$ cat src/sv/tit_pkg.sv
// shared types and constants for the trickle interval timer
`default_nettype none

package tit_pkg;

  localparam int unsigned RAND_W = 32;
  localparam int unsigned STEP_W = $clog2(RAND_W);
  localparam int unsigned IMIN_W = 16;
  localparam int unsigned DBL_W = 4;
  localparam int unsigned RED_W = 8;
  localparam int unsigned VAL_W = 8;
  localparam int unsigned CFG_IDX_W = 2;
  localparam int unsigned PLEN_W = 7;

  localparam logic [IMIN_W-1:0] IMIN_RESET = 16'd1000;
  localparam logic [DBL_W-1:0] DBL_RESET = 4'd8;
  localparam logic [RED_W-1:0] RED_RESET = 8'd2;

  localparam logic [15:0] SHORT_BCAST = 16'hffff;
  localparam logic [63:0] LONG_BCAST = 64'hffff_ffff_ffff_ffff;
  localparam logic [PLEN_W-1:0] MIN_PAYLOAD = 7'd4;
  localparam logic [7:0] HEARD_MAX = 8'd255;

  typedef enum logic [1:0] {
    REQ_TICK  = 2'd0,
    REQ_FRAME = 2'd1,
    REQ_START = 2'd2
  } tit_req_e;

  typedef enum logic [1:0] {
    DST_NONE  = 2'd0,
    DST_SHORT = 2'd1,
    DST_LONG  = 2'd2
  } tit_addr_e;

  typedef enum logic [CFG_IDX_W-1:0] {
    CFG_IMIN = 2'd0,
    CFG_DBL  = 2'd1,
    CFG_RED  = 2'd2
  } tit_cfg_e;

  typedef enum logic [1:0] {
    ST_IDLE = 2'd0,
    ST_EXEC = 2'd1,
    ST_DIV  = 2'd2,
    ST_FIN  = 2'd3
  } tit_state_e;

endpackage

`default_nettype wire

$ cat src/sv/tit_div.sv
// bit-serial restoring remainder unit, one dividend bit per cycle
`default_nettype none

module tit_div #(
  parameter int unsigned TIME_WIDTH = 32
) (
  input  wire logic                          clk_i,
  input  wire logic                          rst_ni,
  input  wire logic                          start_i,
  input  wire logic [tit_pkg::RAND_W-1:0]    dividend_i,
  input  wire logic [TIME_WIDTH-1:0]         divisor_i,
  output logic                               done_o,
  output logic [TIME_WIDTH-1:0]              rem_o
);

  logic                        busy_q, busy_d;
  logic                        done_q, done_d;
  logic [tit_pkg::STEP_W-1:0]  cnt_q, cnt_d;
  logic [tit_pkg::RAND_W-1:0]  dvd_q, dvd_d;
  logic [TIME_WIDTH-1:0]       dsr_q, dsr_d;
  logic [TIME_WIDTH-1:0]       rem_q, rem_d;
  logic [TIME_WIDTH-1:0]       trial;

  assign trial = {rem_q[TIME_WIDTH-2:0], dvd_q[tit_pkg::RAND_W-1]};

  always_comb begin
    busy_d = busy_q;
    done_d = 1'b0;
    cnt_d  = cnt_q;
    dvd_d  = dvd_q;
    dsr_d  = dsr_q;
    rem_d  = rem_q;
    if (start_i) begin
      busy_d = 1'b1;
      cnt_d  = '0;
      dvd_d  = dividend_i;
      dsr_d  = divisor_i;
      rem_d  = '0;
    end else if (busy_q) begin
      rem_d = (trial >= dsr_q) ? trial - dsr_q : trial;
      dvd_d = {dvd_q[tit_pkg::RAND_W-2:0], 1'b0};
      cnt_d = cnt_q + 1'b1;
      if (cnt_q == tit_pkg::STEP_W'(tit_pkg::RAND_W - 1)) begin
        busy_d = 1'b0;
        done_d = 1'b1;
      end
    end
  end

  always_ff @(posedge clk_i or negedge rst_ni) begin
    if (!rst_ni) begin
      busy_q <= 1'b0;
      done_q <= 1'b0;
      cnt_q  <= '0;
    end else begin
      busy_q <= busy_d;
      done_q <= done_d;
      cnt_q  <= cnt_d;
    end
  end

  always_ff @(posedge clk_i) begin
    dvd_q <= dvd_d;
    dsr_q <= dsr_d;
    rem_q <= rem_d;
  end

  assign done_o = done_q;
  assign rem_o  = rem_q;

  a_rem_below_divisor: assert property (@(posedge clk_i) disable iff (!rst_ni)
    busy_q |-> (rem_q < dsr_q))
    else $error("remainder not below divisor");

  a_done_ends_busy: assert property (@(posedge clk_i) disable iff (!rst_ni)
    done_q |-> !busy_q)
    else $error("done while still busy");

  a_start_idle: assert property (@(posedge clk_i) disable iff (!rst_ni)
    start_i |-> !busy_q)
    else $error("start while busy");

endmodule

`default_nettype wire

$ cat src/sv/trickle_interval_timer.sv
// trickle dissemination timer top level with sequencer and timer state
//
// channel  direction  handshake               payload
// in       sink       in_valid_i/in_ready_o   req_type, rand_word, dest_mode, short_dest,
//                                             long_dest, payload_len, rx_value
// out      source     out_valid_o/out_ready_i send_now, send_value, value_updated,
//                                             frame_accepted, interval_now
// cfg      sink       cfg_valid_i/cfg_ready_o cfg_index_i, cfg_data_i
//
// an item runs through the exec and final states, with the remainder state between them
// when it starts an interval with a nonzero half; the remainder unit takes 32 steps there
// one item at a time; the next is taken once the result sits in the output register
// a waiting result stalls only the final state; reset clears control state
// config writes are taken every cycle and land in the next item that uses them
`default_nettype none

module trickle_interval_timer #(
  parameter int unsigned TIME_WIDTH = 32
) (
  input  wire logic                           clk_i,
  input  wire logic                           rst_ni,
  input  wire logic                           in_valid_i,
  output logic                                in_ready_o,
  input  wire logic [1:0]                     req_type_i,
  input  wire logic [31:0]                    rand_word_i,
  input  wire logic [1:0]                     dest_mode_i,
  input  wire logic [15:0]                    short_dest_i,
  input  wire logic [63:0]                    long_dest_i,
  input  wire logic [6:0]                     payload_len_i,
  input  wire logic [7:0]                     rx_value_i,
  output logic                                out_valid_o,
  input  wire logic                           out_ready_i,
  output logic                                send_now_o,
  output logic [7:0]                          send_value_o,
  output logic                                value_updated_o,
  output logic                                frame_accepted_o,
  output logic [31:0]                         interval_now_o,
  input  wire logic                           cfg_valid_i,
  output logic                                cfg_ready_o,
  input  wire logic [tit_pkg::CFG_IDX_W-1:0]  cfg_index_i,
  input  wire logic [15:0]                    cfg_data_i
);

  localparam logic [TIME_WIDTH-1:0] TIME_MAX = '1;

  tit_pkg::tit_state_e state_q, state_d;

  logic [tit_pkg::IMIN_W-1:0] imin_q;
  logic [tit_pkg::DBL_W-1:0]  dbl_q;
  logic [tit_pkg::RED_W-1:0]  red_q;

  tit_pkg::tit_req_e          req_q;
  logic [31:0]                rnd_q;
  logic                       frame_ok_q;
  logic [7:0]                 rxv_q;

  logic [TIME_WIDTH-1:0] len_q, len_d;
  logic [TIME_WIDTH-1:0] elapsed_q, elapsed_d;
  logic [TIME_WIDTH-1:0] fire_q, fire_d;
  logic [7:0]            heard_q, heard_d;
  logic [7:0]            own_q, own_d;
  logic                  fire_done_q, fire_done_d;
  logic                  running_q, running_d;
  logic                  send_q, send_d;
  logic                  upd_q, upd_d;
  logic                  acc_q, acc_d;

  logic                  out_valid_q;
  logic                  send_out_q, upd_out_q, acc_out_q;
  logic [7:0]            value_out_q;
  logic [31:0]           interval_out_q;

  logic                  in_acc, out_load, div_start, div_done;
  logic                  begin_w;
  logic [TIME_WIDTH-1:0] new_len, new_half, rem_w;
  logic [TIME_WIDTH-1:0] min_ext, el_inc, dbl_len, cap_len;
  logic [63:0]           cap_wide;
  logic                  bcast;

  // configuration registers
  assign cfg_ready_o = 1'b1;

  always_ff @(posedge clk_i or negedge rst_ni) begin
    if (!rst_ni) begin
      imin_q <= tit_pkg::IMIN_RESET;
      dbl_q  <= tit_pkg::DBL_RESET;
      red_q  <= tit_pkg::RED_RESET;
    end else if (cfg_valid_i) begin
      unique case (cfg_index_i)
        tit_pkg::CFG_IMIN: imin_q <= cfg_data_i;
        tit_pkg::CFG_DBL:  dbl_q  <= cfg_data_i[tit_pkg::DBL_W-1:0];
        tit_pkg::CFG_RED:  red_q  <= cfg_data_i[tit_pkg::RED_W-1:0];
        default: ;
      endcase
    end
  end

  // input capture
  assign in_acc = in_valid_i && in_ready_o;
  assign bcast  = ((dest_mode_i == tit_pkg::DST_SHORT)
                   && (short_dest_i == tit_pkg::SHORT_BCAST))
               || ((dest_mode_i == tit_pkg::DST_LONG)
                   && (long_dest_i == tit_pkg::LONG_BCAST));

  always_ff @(posedge clk_i) begin
    if (in_acc) begin
      req_q      <= tit_pkg::tit_req_e'(req_type_i);
      rnd_q      <= rand_word_i;
      frame_ok_q <= bcast && (payload_len_i >= tit_pkg::MIN_PAYLOAD);
      rxv_q      <= rx_value_i;
    end
  end

  // interval length arithmetic
  assign min_ext  = TIME_WIDTH'(imin_q);
  assign el_inc   = (elapsed_q == TIME_MAX) ? elapsed_q : elapsed_q + 1'b1;
  assign cap_wide = 64'(imin_q) << dbl_q;
  assign cap_len  = (cap_wide > 64'(TIME_MAX)) ? TIME_MAX : cap_wide[TIME_WIDTH-1:0];
  assign dbl_len  = len_q[TIME_WIDTH-1] ? TIME_MAX : {len_q[TIME_WIDTH-2:0], 1'b0};

  // item execution
  always_comb begin
    begin_w     = 1'b0;
    new_len     = len_q;
    elapsed_d   = elapsed_q;
    heard_d     = heard_q;
    own_d       = own_q;
    fire_done_d = fire_done_q;
    running_d   = running_q;
    send_d      = send_q;
    upd_d       = upd_q;
    acc_d       = acc_q;
    if (state_q == tit_pkg::ST_EXEC) begin
      send_d = 1'b0;
      upd_d  = 1'b0;
      acc_d  = 1'b0;
      case (req_q)
        tit_pkg::REQ_START: begin
          new_len   = min_ext;
          running_d = 1'b1;
          begin_w   = 1'b1;
        end
        tit_pkg::REQ_TICK: begin
          if (running_q) begin
            elapsed_d = el_inc;
            if (!fire_done_q && (el_inc >= fire_q)) begin
              fire_done_d = 1'b1;
              send_d      = (heard_q < red_q);
            end
            if (el_inc >= len_q) begin
              new_len = (dbl_len > cap_len) ? cap_len : dbl_len;
              begin_w = 1'b1;
            end
          end
        end
        tit_pkg::REQ_FRAME: begin
          if (running_q && frame_ok_q) begin
            acc_d = 1'b1;
            if (rxv_q == own_q) begin
              if (heard_q != tit_pkg::HEARD_MAX) begin
                heard_d = heard_q + 1'b1;
              end
            end else begin
              if (rxv_q > own_q) begin
                own_d = rxv_q;
                upd_d = 1'b1;
              end
              if (len_q > min_ext) begin
                new_len = min_ext;
                begin_w = 1'b1;
              end
            end
          end
        end
        default: ;
      endcase
      if (begin_w) begin
        heard_d     = '0;
        elapsed_d   = '0;
        fire_done_d = 1'b0;
      end
    end
  end

  assign new_half = new_len >> 1;
  assign len_d    = new_len;

  always_comb begin
    fire_d = fire_q;
    if (state_q == tit_pkg::ST_EXEC && begin_w && (new_half == '0)) begin
      fire_d = '0;
    end else if (state_q == tit_pkg::ST_DIV && div_done) begin
      fire_d = rem_w + (len_q >> 1);
    end
  end

  tit_div #(
    .TIME_WIDTH (TIME_WIDTH)
  ) u_div (
    .clk_i      (clk_i),
    .rst_ni     (rst_ni),
    .start_i    (div_start),
    .dividend_i (rnd_q),
    .divisor_i  (new_half),
    .done_o     (div_done),
    .rem_o      (rem_w)
  );

  // sequencer next state
  always_comb begin
    state_d = state_q;
    unique case (state_q)
      tit_pkg::ST_IDLE: if (in_valid_i) state_d = tit_pkg::ST_EXEC;
      tit_pkg::ST_EXEC: state_d = (begin_w && (new_half != '0)) ? tit_pkg::ST_DIV
                                                                : tit_pkg::ST_FIN;
      tit_pkg::ST_DIV:  if (div_done) state_d = tit_pkg::ST_FIN;
      tit_pkg::ST_FIN:  if (!out_valid_q || out_ready_i) state_d = tit_pkg::ST_IDLE;
      default:          state_d = tit_pkg::ST_IDLE;
    endcase
  end

  // sequencer outputs
  always_comb begin
    in_ready_o = 1'b0;
    div_start  = 1'b0;
    out_load   = 1'b0;
    unique case (state_q)
      tit_pkg::ST_IDLE: in_ready_o = 1'b1;
      tit_pkg::ST_EXEC: div_start  = begin_w && (new_half != '0);
      tit_pkg::ST_DIV:  ;
      tit_pkg::ST_FIN:  out_load   = !out_valid_q || out_ready_i;
      default:          ;
    endcase
  end

  always_ff @(posedge clk_i or negedge rst_ni) begin
    if (!rst_ni) begin
      state_q     <= tit_pkg::ST_IDLE;
      len_q       <= TIME_WIDTH'(tit_pkg::IMIN_RESET);
      elapsed_q   <= '0;
      fire_q      <= '0;
      heard_q     <= '0;
      own_q       <= '0;
      fire_done_q <= 1'b0;
      running_q   <= 1'b0;
      out_valid_q <= 1'b0;
    end else begin
      state_q     <= state_d;
      len_q       <= len_d;
      elapsed_q   <= elapsed_d;
      fire_q      <= fire_d;
      heard_q     <= heard_d;
      own_q       <= own_d;
      fire_done_q <= fire_done_d;
      running_q   <= running_d;
      if (out_load) begin
        out_valid_q <= 1'b1;
      end else if (out_ready_i) begin
        out_valid_q <= 1'b0;
      end
    end
  end

  always_ff @(posedge clk_i) begin
    send_q <= send_d;
    upd_q  <= upd_d;
    acc_q  <= acc_d;
    if (out_load) begin
      send_out_q     <= send_q;
      upd_out_q      <= upd_q;
      acc_out_q      <= acc_q;
      value_out_q    <= own_q;
      interval_out_q <= 32'(len_q);
    end
  end

  assign out_valid_o      = out_valid_q;
  assign send_now_o       = send_out_q;
  assign send_value_o     = value_out_q;
  assign value_updated_o  = upd_out_q;
  assign frame_accepted_o = acc_out_q;
  assign interval_now_o   = interval_out_q;

  a_accept_to_exec: assert property (@(posedge clk_i) disable iff (!rst_ni)
    in_acc |=> (state_q == tit_pkg::ST_EXEC))
    else $error("accepted transaction did not enter execution");

  a_div_to_fin: assert property (@(posedge clk_i) disable iff (!rst_ni)
    (state_q == tit_pkg::ST_DIV) && div_done |=> (state_q == tit_pkg::ST_FIN))
    else $error("remainder result not consumed");

  a_idle_no_fire: assert property (@(posedge clk_i) disable iff (!rst_ni)
    !running_q |-> !fire_done_q)
    else $error("fire marked before start");

  a_fire_in_interval: assert property (@(posedge clk_i) disable iff (!rst_ni)
    (state_q == tit_pkg::ST_IDLE) && running_q |-> (fire_q <= len_q))
    else $error("fire time beyond interval");

endmodule

`default_nettype wire

$ cat config.mk
export PLATFORM = sky130hd
export DESIGN_NAME = trickle_interval_timer
export DESIGN_NICKNAME = d
export VERILOG_FILES = /design/src/sv/tit_pkg.sv /design/src/sv/tit_div.sv /design/src/sv/trickle_interval_timer.sv
export SDC_FILE = /design/constraint.sdc
export NUM_CORES = 1
export LEC_CHECK = 0
export ABC_AREA = 1
export BUFFER_PORTS_ARGS = -buffer_cell sky130_fd_sc_hd__buf_2
export CAP_MARGIN = 10
export CORE_MARGIN = 2
export CORE_UTILIZATION = 40
export CTS_CLUSTER_SIZE = 8
export DETAILED_ROUTE_END_ITERATION = 10
export PLACE_DENSITY_LB_ADDON = 0.25
export SYNTH_ARGS = -nofsm -noshare
export SYNTH_HDL_FRONTEND = slang
export SYNTH_SLANG_ARGS = --single-unit
$ cat constraint.sdc
create_clock -name clk_i -period 13.02 [get_ports clk_i]
set_clock_uncertainty 0.15 [all_clocks]
set_input_delay 0.651 -clock clk_i [delete_from_list [all_inputs] [get_ports clk_i]]
set_output_delay 0.651 -clock clk_i [all_outputs]
set_load 0.05 [all_outputs]
After elaboration in Yosys (flattened, before gate mapping)

Index checks and enable logic that the tools add are counted.

Add/subtract/negate cells: 5
Magnitude comparators: 9
Equality and inequality tests: 23
Shift-type cells: 1
Multiplexer cells: 56
Bitwise gates (word level): 3
Reductions and logical operators: 42

Operator list:

| kind                    | count |
|---|---|
| $mux W32                | 18 |
| $pmux W32 S3            | 1 |
| $eq A64 B64 Y1 const B  | 1 |
| $ge A32 B32 Y1          | 2 |
| $gt A64 B32 Y1 const B  | 1 |
| $shl A16 B4 Y64         | 1 |
| $mux W8                 | 5 |
| $add A32 B1 Y32 const B | 1 |
| $add A32 B31 Y32        | 1 |
| $eq A32 B32 Y1 const B  | 1 |
| $ge A32 B31 Y1          | 1 |
| $gt A32 B16 Y1          | 1 |
| $gt A32 B32 Y1          | 1 |
| $logic_not A32 Y1       | 1 |
| $reduce_bool A32 Y1     | 1 |
| $sub A32 B31 Y32        | 1 |
| $mux W1                 | 25 |
| $reduce_bool A2 Y1      | 10 |
| $eq A16 B16 Y1 const B  | 1 |
| $ne A2 B2 Y1 const B    | 7 |
| $eq A2 B2 Y1 const B    | 5 |
| $logic_and A1 B1 Y1     | 10 |
| $mux W5                 | 2 |
| $reduce_and A5 Y1       | 2 |
| 23 further kinds        | 39 |

Bits in registers: 336
Input bits: 154
Logic and storage cells: 170

Logic depth before layout (Yosys ltp)

Depth after elaboration: 13
Depth in mapped cells: 40
Mapped depth without buffers: 39

Hierarchy

From an unflattened synthesis, not the netlist that was laid out.

Cells, all modules: 3149
Area total of the unflattened synthesis: 23332.4 µm²

By module, submodules not included:

| module                 | times used | cells an instance | area an instance (µm²) | seq. area each (µm²) |
|---|---|---|---|---|
| trickle_interval_timer | 1          | 2144              | 16374.5                | 6318.6 |
| tit_div                | 1          | 1005              | 6957.9                 | 2737.6 |

Least setup slack after synthesis

No wires, ideal clock.

Kind: register to register
Start: reg elapsed_q[1]
End: reg u_div.dvd_q[0] (netlist name) (enable)
Arrival time: 5.267 ns
Data required time: 12.481 ns
Path slack: 7.214 ns
Stages on the path, launching flop included: 36
Path buffers: 3
Cells stage by stage: dfrtp_1 ha_1 nand3_1 nor2_1 nand2_1 nor2_1 nand2_1 nor2_1 nand4_1 nor2_1 nor2_1 nand4_1 nor4_1 nand3_1 nor2_1 xor2_1 ha_1 a21oi_1 o21a_1 nand2_1 a21oi_1 nand3_1 nand2_1 clkbuf_1 nand4_1 nand2_1 nand2_1 nand2_1 nor2_1 nand3_1 nor2_1 nand2_1 nand2_1 buf_4 buf_6 nand2_1

Cells in the longest elaborated chain, start to end: 11
Elaborated cells on any way between the ends: 17
Those cells by class: add/sub (1); order compare (1); eq/ne (1); mux (11); reduce/logical (3)

RTL lines:

| element                                           | line                          | RTL |
|---|---|---|
| start, declared                                   | trickle_interval_timer.sv:58  | `logic [TIME_WIDTH-1:0] elapsed_q, elapsed_d;` |
| start signal, assigned                            | trickle_interval_timer.sv:250 | `elapsed_q <= elapsed_d;` |
| $add A32 B1 Y32 or $eq A32 B32 Y1 (tied branches) | trickle_interval_timer.sv:116 | `assign el_inc = (elapsed_q == TIME_MAX) ? elapsed_q : elapsed_q + 1'b1;` |
| $mux W32 *                                        | trickle_interval_timer.sv:116 |  |
| $ge A32 B32 Y1 *                                  | trickle_interval_timer.sv:150 | `if (el_inc >= len_q) begin` |
| $mux W32 *                                        | trickle_interval_timer.sv:150 |  |
| $mux W32 *                                        | trickle_interval_timer.sv:144 | `if (running_q) begin` |
| $pmux W32 S3 *                                    | trickle_interval_timer.sv:137 | `case (req_q)` |
| $mux W32 *                                        | trickle_interval_timer.sv:133 | `if (state_q == tit_pkg::ST_EXEC) begin` |
| named net len_d[28]                               | trickle_interval_timer.sv:57  | `logic [TIME_WIDTH-1:0] len_q, len_d;` |
| $reduce_bool A32 Y1 *                             | trickle_interval_timer.sv:229 | `tit_pkg::ST_EXEC: div_start = begin_w && (new_half != '0);` |
| $logic_and A1 B1 Y1 *                             | trickle_interval_timer.sv:229 |  |
| $mux W1 *                                         | trickle_interval_timer.sv:227 | `unique case (state_q)` |
| $reduce_bool A2 Y1 (no source line) *             | -                             |  |
| end signal, assigned                              | tit_div.sv:63                 | `dvd_q <= dvd_d;` |
| end, declared                                     | tit_div.sv:19                 | `logic [tit_pkg::RAND_W-1:0] dvd_q, dvd_d;` |

The timed path passes the listed nets; every way through them passes the cells marked *. The select of a mux whose other input is x is not followed.
A chain may end at the register's enable or synchronous reset.

Final worst setup path

Start: reg elapsed_q[1]
End: reg u_div.dvd_q[6] (netlist name), data pin

Cells in the longest elaborated chain, start to end: 11
Elaborated cells on any way between the ends: 17
Those cells by class: add/sub (1); order compare (1); eq/ne (1); mux (12); reduce/logical (2)

RTL lines:

| element                                           | line                                                         | RTL |
|---|---|---|
| $add A32 B1 Y32 or $eq A32 B32 Y1 (tied branches) | trickle_interval_timer.sv:116                                |  |
| $mux W32 *                                        | trickle_interval_timer.sv:116                                |  |
| $ge A32 B32 Y1 *                                  | trickle_interval_timer.sv:150                                |  |
| $mux W32 or $mux W1 (tied branches)               | trickle_interval_timer.sv:150                                |  |
| $mux W32 or $mux W1 (tied branches)               | trickle_interval_timer.sv:144                                |  |
| $pmux W32 S3 or $pmux W1 S3 (tied branches)       | trickle_interval_timer.sv:137                                |  |
| $mux W32 or $mux W1 (tied branches)               | trickle_interval_timer.sv:133                                |  |
| $reduce_bool A32 Y1 or $mux W1 (tied branches)    | trickle_interval_timer.sv:229, trickle_interval_timer.sv:133 |  |
| $logic_and A1 B1 Y1 *                             | trickle_interval_timer.sv:229                                |  |
| $mux W1 *                                         | trickle_interval_timer.sv:227                                |  |
| $mux W32 *                                        | tit_div.sv:33                                                | `if (start_i) begin` |
| named net u_div.dvd_d, one bit                    | tit_div.sv:19                                                |  |

Marked as above.

==> metrics.log <==
INFO  metric outcome = completed
INFO  metric antenna_found_initial = 0
INFO  metric mappedNetlistNets = 3133
INFO  metric startpoint_type = flip-flop
INFO  metric drt_pre_antenna_iters = 7
INFO  metric yosys_warnings = 0
INFO  metric critPathArrivalTime = 9.18 ns
INFO  metric syn-instance-count = 2781
INFO  metric io_buffer_count = 196
INFO  metric cts_setup_buffers = 0
INFO  metric setup_repair_after_global_routing_missed_its_margin = no
INFO  metric worst_path_max_delay_cell = sky130_fd_sc_hd__inv_1
INFO  metric max-slew-margin-rel = 21.7%
INFO  metric timing_worst_slew_pin_value = 1.17 ns
INFO  metric clock_slew_at_reported_path_ffs = 0.05 ns
INFO  metric num_vias = 19800
INFO  metric grt_start_max_net_pins = 100
INFO  metric path_common_cell = sky130_fd_sc_hd__nand2_1
INFO  metric hold_path.class = input pin to flip-flop
INFO  metric max_cap_violations = 0
INFO  metric io_pins = 200
INFO  metric yosys.area_share.simple = 22.9%
INFO  metric routed_wirelength = 67.0 mm
INFO  metric power_per_cell_area = 226 nW/µm²
INFO  metric ant_nets = 0
INFO  metric finalSetupTns = 0 ns
INFO  metric finalSetupViolCount = 0
INFO  metric power_leakage = 0.0123 µW
INFO  metric synth.distinct_cells = 57
INFO  metric dominant_combinational_cell_family_by_area_after_synthesis = simple AND/OR/NAND/NOR gates
INFO  metric drive_gt1_share = 10.4%
INFO  metric global_route_wire_length_before_repair = 105 mm
INFO  metric maxClockFrequency = 111 MHz
INFO  metric cts_htree_levels = 2
INFO  metric cts.hold.buffers_added = 1
INFO  metric grt-ovfl-total = 0
INFO  metric ys_dominant_reg_cell = sky130_fd_sc_hd__edfxtp_1
INFO  metric crit_fanout = 99
INFO  metric cts_num_sinks = 336
INFO  metric critical-path-max-stage-delay = 0.88 ns
INFO  metric overall_global_routing_resource_usage = 23.7%
INFO  metric post_synth_mux_area_share = 0.229%
INFO  metric design.die.area = 56600 µm²
INFO  metric avg_wl_per_cell = 18.1 µm
INFO  metric synthAdderAreaFrac = 11.4%
INFO  metric die-height = 238 µm
INFO  metric route.detailed.vias_per_inst = 5.35
INFO  metric layout-area-overhead-vs-synth = 13.6%
INFO  metric yosys-top-cells-area = sky130_fd_sc_hd__edfxtp_1 21%, sky130_fd_sc_hd__dfrtp_1 16%, sky130_fd_sc_hd__nand2_1 12%
INFO  metric cts-buffers-inserted = 48
INFO  metric criticalPathCategory = flip-flop to flip-flop
INFO  metric ys_async_sr_fraction = 45.2%
INFO  metric final_cell_area = 24900 µm²
INFO  metric clk_path_buf_depth = 3
INFO  metric mappedNetlistArea = 21900 µm²
INFO  metric synth_enable_flop_cells = 152
INFO  metric insertion_delay = 0.59 ns
INFO  metric cts_resized = 0
INFO  metric ant_diodes = 0
INFO  metric yosys.area.top_type = sky130_fd_sc_hd__edfxtp_1
INFO  metric netlist.area_leader.share = 20.9%
INFO  metric post_synth.cell_area_avg = 7.87 µm²
INFO  metric peak_supply_drop = 0.115 mV
INFO  metric first_global_vias = 19300
INFO  metric ys_seq_area_share = 41.2%
INFO  metric yosys_register_bits = 336
INFO  metric hold_violations = 0
INFO  metric core_area = 53900 µm²
INFO  metric cts_tree = yes
INFO  metric gp_congestion = 0.934
INFO  metric placement.cell_area = 23500 µm²
INFO  metric timing.critical_path.to_type = flip-flop
INFO  metric cp.required = 13.20 ns
INFO  metric die_x = 238 µm
INFO  metric slew_violations = 0
INFO  metric dp_hpwl = 50.4 mm
INFO  metric finalNetCount = 3312
INFO  metric drtIter0Drc = 1594
INFO  metric period_needed = 9.01 ns
INFO  metric root_buffer_cell = sky130_fd_sc_hd__clkbuf_16
INFO  metric initial_core_util = 40.6%
INFO  metric fp-row-count = 85
INFO  metric post_synth_xor_area_fraction = 3.12%
INFO  metric final.period_utilization = 69.2%
INFO  metric remaining_drc_errors = 0
INFO  metric minimum_hold_slack = 0.0923 ns
INFO  metric synth_compound_gate_area_share = 12.5%
## synthesized netlist by cell type, types with 5 or more instances
master and n:
sky130_fd_sc_hd__dfrtp_1 138, sky130_fd_sc_hd__nor2_2 10, sky130_fd_sc_hd__nand4_1 74, sky130_fd_sc_hd__o21bai_1 5, sky130_fd_sc_hd__nor2_1 192, sky130_fd_sc_hd__ha_1 196
sky130_fd_sc_hd__buf_2 19, sky130_fd_sc_hd__buf_4 5, sky130_fd_sc_hd__clkbuf_1 46, sky130_fd_sc_hd__nand3_1 141, sky130_fd_sc_hd__dfstp_2 14, sky130_fd_sc_hd__buf_1 6
sky130_fd_sc_hd__o21ai_1 9, sky130_fd_sc_hd__xor2_1 46, sky130_fd_sc_hd__nor4_1 12, sky130_fd_sc_hd__a31oi_1 7, sky130_fd_sc_hd__nand2_1 693, sky130_fd_sc_hd__mux2i_1 5
sky130_fd_sc_hd__dfxtp_1 32, sky130_fd_sc_hd__nor3_1 34, sky130_fd_sc_hd__o22ai_1 5, sky130_fd_sc_hd__a21oi_1 233, sky130_fd_sc_hd__buf_6 9, sky130_fd_sc_hd__xnor2_1 32
sky130_fd_sc_hd__o21a_1 10, sky130_fd_sc_hd__o21ai_0 184, sky130_fd_sc_hd__inv_1 380, sky130_fd_sc_hd__or2_2 8, sky130_fd_sc_hd__o211ai_1 25, sky130_fd_sc_hd__a21boi_0 5
sky130_fd_sc_hd__o221ai_1 5, sky130_fd_sc_hd__edfxtp_1 152
## logic make-up (layout without fill, tap and decap cells)
group | after synthesis | after routing
AND/OR/NAND/NOR | 1184 | 1184
AO/OA/AOI/OAI | 506 | 506
XOR/XNOR | 78 | 78
adder cells (fa/ha/maj) | 198 | 198
multiplexers | 5 | 5
buffers and inverters | 473 | 690
other | 1 | 1
flip-flops | 336 | 336
## per-layer routing
layer	up-vias	global-route usage (%)	routed length (µm)
met2	684	38.5	30200
met4	0	9.72	2850
met1	9283	31.9	29900
li1	9640	-	-
met3	151	3.31	4060
met5	-	0	0
## per-stage QoR
step / total power, µW / cells / setup slack [ns] / util, %
floorplan: 3630 / 2781 / 7.21 / -
global placement: 4360 / 3605 / 4.35 / 43.5
detailed placement: 4420 / 3605 / 4.17 / 43.5
CTS: 5630 / 3694 / 4.05 / 46.1
global route: 6070 / 3694 / 3.41 / 46.1
finish: 5630 / 3694 / 4.01 / 46.1
## report_power, final
part / internal (µW) / switching [µW] / leakage [µW]
logic: 887 / 1800 / 0.00796
registers: 1490 / 280 / 0.00369
clock network: 697 / 474 / 0.000663
## worst max-delay path, delay by kind of cell (launching register included)
kind,cells,cell delay [ns]
simple gates,26,4.50
buf+inv,4,1.82
compound gates,4,0.93
fa+ha+maj,2,0.55
flops,1,0.41
xor+xnor,1,0.32
## worst paths after layout
| kind | start | to | slack (ns) | cells after the start |
|---|---|---|---|---|
| max in group asynchronous | rst_ni | elapsed_q[7]$_DFFE_PN0P_ | 10.34 | 4 |
| setup reg to reg | elapsed_q[1]$_DFFE_PN0P_ | u_div.dvd_q[6]$_DFFE_PP_ | 4.01 | 37 |
| min in group asynchronous | rst_ni | dbl_q[2]$_DFFE_PN0P_ | 0.37 | 2 |
| setup / recovery | elapsed_q[1]$_DFFE_PN0P_ | u_div.dvd_q[6]$_DFFE_PP_ | 4.01 | 37 |
| hold reg to reg | send_q$_SDFFCE_PN0P_ | send_now_o$_DFFE_PP_ | 0.27 | 0 |
| hold / removal | rand_word_i[3] | rnd_q[3]$_DFFE_PP_ | 0.09 | 1 |
## sequential cells by signal (all words and copies together) (netlist names), 16 cells and up
register	cells
interval_now_o	32
u_div.dsr_q	31
rnd_q	32
fire_q	32
imin_q	16
len_q	32
u_div.rem_o	32
elapsed_q	32
u_div.dvd_q	32
## cell type report
type | instances | area (µm²)
inverters | 387 | 1460
clock inverters | 4 | 48.8
repair buffers | 215 | 1130
fillers | 5216 | 29100
multi-input cells | 1972 | 11000
flip-flops and latches | 336 | 9030
well taps | 696 | 871
clock buffers | 84 | 1350
## placed cells by master, fill, tap and decap left out, drive strengths merged, types with 6 or more instances in the layout
cell type | synthesis | layout
ha | 196 | 196
a21oi | 233 | 233
xor2 | 46 | 46
nor2 | 202 | 202
dfxtp | 32 | 32
clkbuf | 47 | 84
buf | 39 | 214
nand3 | 143 | 143
nand2 | 696 | 696
o211ai | 25 | 25
a31oi | 7 | 7
dfstp | 14 | 14
xnor2 | 32 | 32
inv | 385 | 385
edfxtp | 152 | 152
o21ai | 193 | 193
nor3 | 36 | 36
nand4 | 75 | 75
or2 | 9 | 9
clkinv | 2 | 6
nor4 | 12 | 12
dfrtp | 138 | 138
o21a | 10 | 10
Note: power is estimated with default switching activity, not from simulation.
